$ cat src/rtl/spq_pkg.sv
package spq_pkg;
  localparam int unsigned QueueDepth   = 32;
  localparam int unsigned PriorityBits = 8;
  localparam int unsigned AddrW        = $clog2(QueueDepth);
  localparam int unsigned CountW       = $clog2(QueueDepth + 1);

  localparam logic [2:0] ModeInsert   = 3'd0;
  localparam logic [2:0] ModePop      = 3'd1;
  localparam logic [2:0] ModeRemoveId = 3'd2;
  localparam logic [2:0] ModePeek     = 3'd3;
  localparam logic [2:0] ModeClear    = 3'd4;

  localparam logic [1:0] StOk       = 2'd0;
  localparam logic [1:0] StEmpty    = 2'd1;
  localparam logic [1:0] StNotFound = 2'd2;
  localparam logic [1:0] StFull     = 2'd3;

  typedef struct packed {
    logic [4:0]              id;
    logic [PriorityBits-1:0] prio;
  } entry_t;
endpackage

$ cat src/rtl/spq_ram.sv
module spq_ram (
  input  logic                      clk_i,
  input  logic                      we_i,
  input  logic [spq_pkg::AddrW-1:0] waddr_i,
  input  spq_pkg::entry_t           wdata_i,
  input  logic [spq_pkg::AddrW-1:0] raddr_i,
  output spq_pkg::entry_t           rdata_o
);
  spq_pkg::entry_t mem [spq_pkg::QueueDepth];

  always_ff @(posedge clk_i) begin
    if (we_i) mem[waddr_i] <= wdata_i;
    rdata_o <= mem[raddr_i];
  end
endmodule

$ cat src/rtl/stable_priority_process_queue.sv
// clear, full insert, unused modes and pop, peek or remove-by-id on an empty queue go
// straight to the result strobe; peek and pop read the head slot, pop then shifts the rest up
// insert walks from the tail, moving each entry of lower priority behind the new one
// remove-by-id searches slot by slot for the id, then closes the gap slot by slot
// one request at a time: busy_o is high from acceptance through the result cycle
// reset: asynchronous, empties the queue; the receiver cannot stall, done_o marks each result
module stable_priority_process_queue (
  input  logic                               clk_i,
  input  logic                               rst_ni,
  input  logic                               start_i,
  output logic                               busy_o,
  input  logic [2:0]                         mode_i,
  input  logic [4:0]                         entry_id_i,
  input  logic [7:0]                         priority_req_i,
  output logic                               done_o,
  output logic [1:0]                         status_o,
  output logic [4:0]                         out_id_o,
  output logic [7:0]                         out_priority_o,
  output logic                               is_empty_o,
  output logic [5:0]                         occupancy_o
);
  localparam int unsigned AW = spq_pkg::AddrW;
  localparam int unsigned CW = spq_pkg::CountW;
  localparam int unsigned PB = spq_pkg::PriorityBits;

  localparam logic [2:0] SIdle = 3'd0;
  localparam logic [2:0] SRead = 3'd1; // wait for read data
  localparam logic [2:0] SIns  = 3'd2; // shift down from tail
  localparam logic [2:0] SFind = 3'd3; // search for id
  localparam logic [2:0] SDel  = 3'd4; // shift up over gap
  localparam logic [2:0] SDone = 3'd5;

  logic [2:0]    state_q, state_d;
  logic [2:0]    mode_q;
  logic [4:0]    id_q;
  logic [PB-1:0] pr_q;
  logic [CW-1:0] cnt_q, cnt_d;
  logic [CW-1:0] idx_q, idx_d;
  logic [1:0]    st_q, st_d;
  spq_pkg::entry_t res_q, res_d;
  logic          done_q, done_d;

  logic            we;
  logic [AW-1:0]   waddr, raddr;
  spq_pkg::entry_t wdata, rdata;
  logic [CW-1:0]   idx_m1, idx_p1;
  logic            accept;

  spq_ram u_ram (
    .clk_i, .we_i(we), .waddr_i(waddr), .wdata_i(wdata),
    .raddr_i(raddr), .rdata_o(rdata)
  );

  assign accept = start_i && !busy_o;
  assign idx_m1 = idx_q - CW'(1);
  assign idx_p1 = idx_q + CW'(1);

  // insert walks from the tail: read slot idx-1, if its priority is below the
  // new one move it to idx, else place new entry at idx
  always_comb begin
    state_d = state_q;
    cnt_d   = cnt_q;
    idx_d   = idx_q;
    st_d    = st_q;
    res_d   = res_q;
    done_d  = 1'b0;
    we      = 1'b0;
    waddr   = idx_q[AW-1:0];
    wdata   = rdata;
    raddr   = idx_q[AW-1:0];
    case (state_q)
      SIdle: begin
        if (accept) begin
          st_d  = spq_pkg::StOk;
          res_d = '0;
          idx_d = '0;
          state_d = SDone;
          case (mode_i)
            spq_pkg::ModeInsert: begin
              if (cnt_q >= CW'(spq_pkg::QueueDepth)) st_d = spq_pkg::StFull;
              else begin
                idx_d = cnt_q;
                state_d = SIns;
                raddr = idx_m1[AW-1:0];
                if (cnt_q == '0) raddr = '0;
                if (cnt_q != '0) begin
                  raddr = cnt_q[AW-1:0] - AW'(1);
                  state_d = SRead;
                end
              end
            end
            spq_pkg::ModePop, spq_pkg::ModePeek, spq_pkg::ModeRemoveId: begin
              raddr = '0;
              if (cnt_q == '0)
                st_d = (mode_i == spq_pkg::ModeRemoveId) ? spq_pkg::StNotFound
                                                         : spq_pkg::StEmpty;
              else state_d = SRead;
            end
            spq_pkg::ModeClear: cnt_d = '0;
            default: ;
          endcase
        end
      end
      SRead: begin
        case (mode_q)
          spq_pkg::ModeInsert: begin
            state_d = SIns;
            raddr = idx_m1[AW-1:0];
          end
          default: state_d = SFind;
        endcase
      end
      SIns: begin
        // rdata is slot idx-1 when idx > 0
        we = 1'b1;
        if (idx_q != '0 && rdata.prio < pr_q) begin
          wdata = rdata;
          idx_d = idx_m1;
          raddr = (idx_m1 == '0) ? '0 : AW'(idx_m1 - CW'(1));
          if (idx_m1 != '0) state_d = SRead;
        end else begin
          wdata.id = id_q;
          wdata.prio = pr_q;
          cnt_d = cnt_q + CW'(1);
          state_d = SDone;
        end
      end
      SFind: begin
        // rdata is slot idx
        if (mode_q == spq_pkg::ModeRemoveId && rdata.id != id_q) begin
          if (idx_p1 >= cnt_q) begin
            st_d = spq_pkg::StNotFound;
            state_d = SDone;
          end else begin
            idx_d = idx_p1;
            raddr = idx_p1[AW-1:0];
            state_d = SRead;
          end
        end else begin
          res_d = rdata;
          if (mode_q == spq_pkg::ModePeek) state_d = SDone;
          else if (idx_p1 >= cnt_q) begin
            cnt_d = cnt_q - CW'(1);
            state_d = SDone;
          end else begin
            raddr = idx_p1[AW-1:0];
            state_d = SDel;
          end
        end
      end
      SDel: begin
        // rdata is slot idx+1, move it to idx
        we = 1'b1;
        wdata = rdata;
        idx_d = idx_p1;
        if (idx_p1 + CW'(1) >= cnt_q) begin
          cnt_d = cnt_q - CW'(1);
          state_d = SDone;
        end else raddr = AW'(idx_p1 + CW'(1));
      end
      SDone: begin
        done_d = 1'b1;
        state_d = SIdle;
      end
      default: state_d = SIdle;
    endcase
  end

  always_ff @(posedge clk_i or negedge rst_ni) begin
    if (!rst_ni) begin
      state_q <= SIdle;
      cnt_q   <= '0;
      done_q  <= 1'b0;
    end else begin
      state_q <= state_d;
      cnt_q   <= cnt_d;
      done_q  <= done_d;
    end
  end

  always_ff @(posedge clk_i) begin
    idx_q <= idx_d;
    st_q  <= st_d;
    res_q <= res_d;
    if (state_q == SIdle && accept) begin
      mode_q <= mode_i;
      id_q   <= entry_id_i;
      pr_q   <= PB'(priority_req_i);
    end
  end

  assign busy_o         = (state_q != SIdle) || done_q;
  assign done_o         = done_q;
  assign status_o       = st_q;
  assign out_id_o       = res_q.id;
  assign out_priority_o = 8'(res_q.prio);
  assign is_empty_o     = (cnt_q == '0);
  assign occupancy_o    = 6'(cnt_q);

  assert property (@(posedge clk_i) disable iff (!rst_ni)
    cnt_q <= CW'(spq_pkg::QueueDepth))
    else $error("occupancy beyond depth");
  assert property (@(posedge clk_i) disable iff (!rst_ni)
    done_o |-> busy_o)
    else $error("result while idle");
  assert property (@(posedge clk_i) disable iff (!rst_ni)
    done_o |=> !done_o)
    else $error("double result");
  assert property (@(posedge clk_i) disable iff (!rst_ni)
    (done_o && status_o != spq_pkg::StOk) |-> (out_id_o == '0 && out_priority_o == '0))
    else $error("payload on failed request");
endmodule
$ cat config.mk
export PLATFORM = sky130hd
export DESIGN_NAME = stable_priority_process_queue
export DESIGN_NICKNAME = d
export VERILOG_FILES = /design/src/rtl/spq_pkg.sv /design/src/rtl/spq_ram.sv /design/src/rtl/stable_priority_process_queue.sv
export SDC_FILE = /design/constraint.sdc
export NUM_CORES = 1
export LEC_CHECK = 0
export ABC_AREA = 1
export ABC_CLOCK_PERIOD_IN_PS = 3870
export BUFFER_PORTS_ARGS = -buffer_cell sky130_fd_sc_hd__buf_2
export CORE_ASPECT_RATIO = 0.8
export CORE_MARGIN = 2
export CORE_UTILIZATION = 63
export DETAILED_ROUTE_END_ITERATION = 12
export PLACE_DENSITY_LB_ADDON = 0.05
export SLEW_MARGIN = 15
export SYNTH_ARGS = -nofsm -noshare
export SYNTH_HDL_FRONTEND = slang
export SYNTH_SLANG_ARGS = --single-unit
export TNS_END_PERCENT = 10
$ cat constraint.sdc
create_clock -name clk_i -period 3.87 [get_ports clk_i]
set_input_delay 0.774 -clock clk_i [delete_from_list [all_inputs] [get_ports clk_i]]
set_output_delay 0.774 -clock clk_i [all_outputs]
set_load 0.02 [all_outputs]
==> results.cfg <==
[run_status]
status = finished, final reports clean

[final_layout]
nFillCells = 2145
final_cell_mix = nand3_1, edfxtp_1, nand2_1, buf_4, nor2_1
regArea_um2 = 14100
multi_input_area_um2 = 6500
area_growth_pct = 18.1
stdcell_area_um2 = 24900
drive_above_1_share = 0.192
final_common_cell = nand3_1
nets = 2092
final_util = 0.761
antenna_cells = 0

[global_routing]
antenna_found_initial = 1
overflow = 0
grt_max_degree = 94
grt_pass1_wl_um = 90000
grt.total_usage = 0.343
grt_pass1_vias = 15000

[detailed_routing]
wl_met2_um = 27500
vias = 16100
vias_per_cell = 6.43
first_pass_iters = 8
postRouteAntennaNets = 0
wl_met3_um = 8080
routed_wl_um = 61800
wl_met1_um = 24100
topRoutingLayerUsed = met4
wl_per_cell_um = 24.7
drc = 0
drt-initial-drc-count = 2381

[sta]
slew_headroom = 0.379
fin_crit_ps = 3860
slew_violations = 0
hold_viol_final = 0
period_share = 0.997
tightest_slew_ps = 931
setup_violations = 0
skew_ps = 24.6
max_freq_ghz = 0.259
rsz0062_at_grt = true

[floorplan]
ios = 43
core_area_um2 = 32800
rows = 59
dieArea_um2 = 35000
die_h_um = 168
dieWidth_um = 209
initial_core_util = 0.645

[synthesis]
synth_fp_nets = 1952
syn_inst = 1900
yosysSeqAreaShare = 0.668
synth_area_um2 = 21100
avgSynthCellArea_um2 = 11.1
ys_ff_latch = 476
yosysUniqueCellTypes = 47
yosys_warnings = 0

[clock_tree]
clkSlewWorstSetupHoldPaths_ps = 70
max-clock-path-buffers = 3
htree_levels = 2
clk_latency_ps = 580
numCtsBuffers = 46
tritoncts = yes
numClockSinks = 476
ctsRootBufferMaster = clkbuf_16
cts_hold_buf = 0

[critical_path]
cp.arrival_ps = 4320
cp_max_fo = 13
r2r-start = idx_q[1]$_DFFE_PP_
critical_path_class = flop to flop
timing.rr.end = u_ram.rdata_o[6]$_DFF_P_
rrSetupSlack_ps = 10
crit_path_end_kind = flop
r2r_cells = 24
crit_required_ps = 4330
critPathLaunchType = flop

[flow_run]
cap_violations = 0

[min_path]
min_path_type = primary input to async pin

[place]
port_buffers = 42
dp_hpwl_um = 37800
gp_congestion = 0.913
place_area_um2 = 22700
==> critical path, stage by stage, from the launching register on <==
cell and delay (ps):
edfxtp_1 470, buf_6 170, nand3_2 120, nor2_2 110
xor2_1 170, buf_4 160, inv_1 40, ha_1 290
a21o_1 180, nor2_1 140, buf_4 140, nand3_2 110
buf_4 170, nor3_2 170, nor2_4 60, buf_12 150
nand2_4 180, clkinv_4 160, buf_4 210, nand2_1 80
nand3_1 70, nand3_1 90, nand3_2 120, nand3_2 140
nand2_1 50
==> repair_timing <==
| action | in CTS | in global routing |
|---|---|---|
| pin swaps | 1 | 16 |
| buffers inserted | 2 | 14 |
| endpoints found under the setup margin | 8 | 13 |
| cloned | 2 | 8 |
| gates resized for setup | 5 | 82 |
==> stage by stage <==
step	setup slack (ps)	instances	TNS, ps	hold slack (ps)
final	10.4	2503	0	71.6
after global routing	-154	2503	-1710	84.5
after CTS	-14.6	2483	-43.5	62.5
after detailed placement	-64.0	2395	-227	598
after global placement	0.838	2395	0	590
after floorplan	314	1900	0	478
==> how the worst max path moves through the flow <==
stage,startpoint,endpoint,slack [ps],cells past startpoint
CTS,idx_q[1]$_DFFE_PP_,u_ram.rdata_o[6]$_DFF_P_,-10,23
global placement,idx_q[0]$_DFFE_PP_,u_ram.rdata_o[0]$_DFF_P_,0.8,24
finish,idx_q[1]$_DFFE_PP_,u_ram.rdata_o[6]$_DFF_P_,10,24
global route,idx_q[0]$_DFFE_PP_,u_ram.rdata_o[2]$_DFF_P_,-150,24
detailed placement,idx_q[0]$_DFFE_PP_,u_ram.rdata_o[0]$_DFF_P_,-60,24
floorplan,idx_q[0]$_DFFE_PP_,u_ram.mem[0][1]$_DFFE_PP_,310,12
==> flip-flops by register name (all words and copies together), names as in the netlist <==
register        flops
occupancy_o         6
state_q             3
u_ram.mem         416
out_id_o            5
idx_q               6
status_o            2
mode_q              3
id_q                5
out_priority_o      8
done_o              1
pr_q                8
u_ram.rdata_o      13
==> layer usage <==
metal  GRT usage  vias up
met4       0.117        0
met2       0.510     1106
li1            -     7076
met5           0        -
met3      0.0946      149
met1       0.493     7756
==> synth_stat cells (all sizes together) <==
library cell	count	area (um2)
nand3	600	3020
edfxtp	453	13600
nand2	361	1380
buf	101	551
inv	98	370
nor2	96	410
ha	32	400
o21ai	32	160
a21oi	24	124
dfxtp	13	260
xor2	13	121
clkbuf	10	37.5
dfrtp	10	250
nor3	10	71.3
o22ai	10	62.6
nand4	9	56.3
xnor2	8	70.1
o221ai	4	35.0
a21o	2	15.0
nor4	2	27.5
o211ai	2	15.0
a2111oi	1	8.76
a211oi	1	7.51
a22oi	1	7.51
a31oi	1	6.26
a41oi	1	8.76
clkinv	1	5.00
fa	1	20.0
mux2i	1	10.0
o21bai	1	11.3
or2	1	6.26
==> cells by family (layout without fill, tap and decap cells) <==
group,Yosys count,count (layout),share of synthesized area
adders and majority gates,33,33,0.0199
xor gates and xnor gates,21,21,0.00906
muxes,1,1,0.000474
AOI/OAI and AO/OA,80,80,0.0219
buffers and inverters,210,385,0.0456
and+or+nand+nor,1079,1080,0.235
DFF,476,476,0.668
==> cell type report <==
type,count,share of cell area
sequential,476,0.566
clock inverter,22,0.00813
inverter,99,0.0152
tap,427,0.0214
multi-input combinational,1215,0.261
timing repair buffer,202,0.0779
clock buffer,62,0.0510
Power is not shown: default switching activity piles up to over one toggle a cycle in this logic, so the estimate is an artifact.
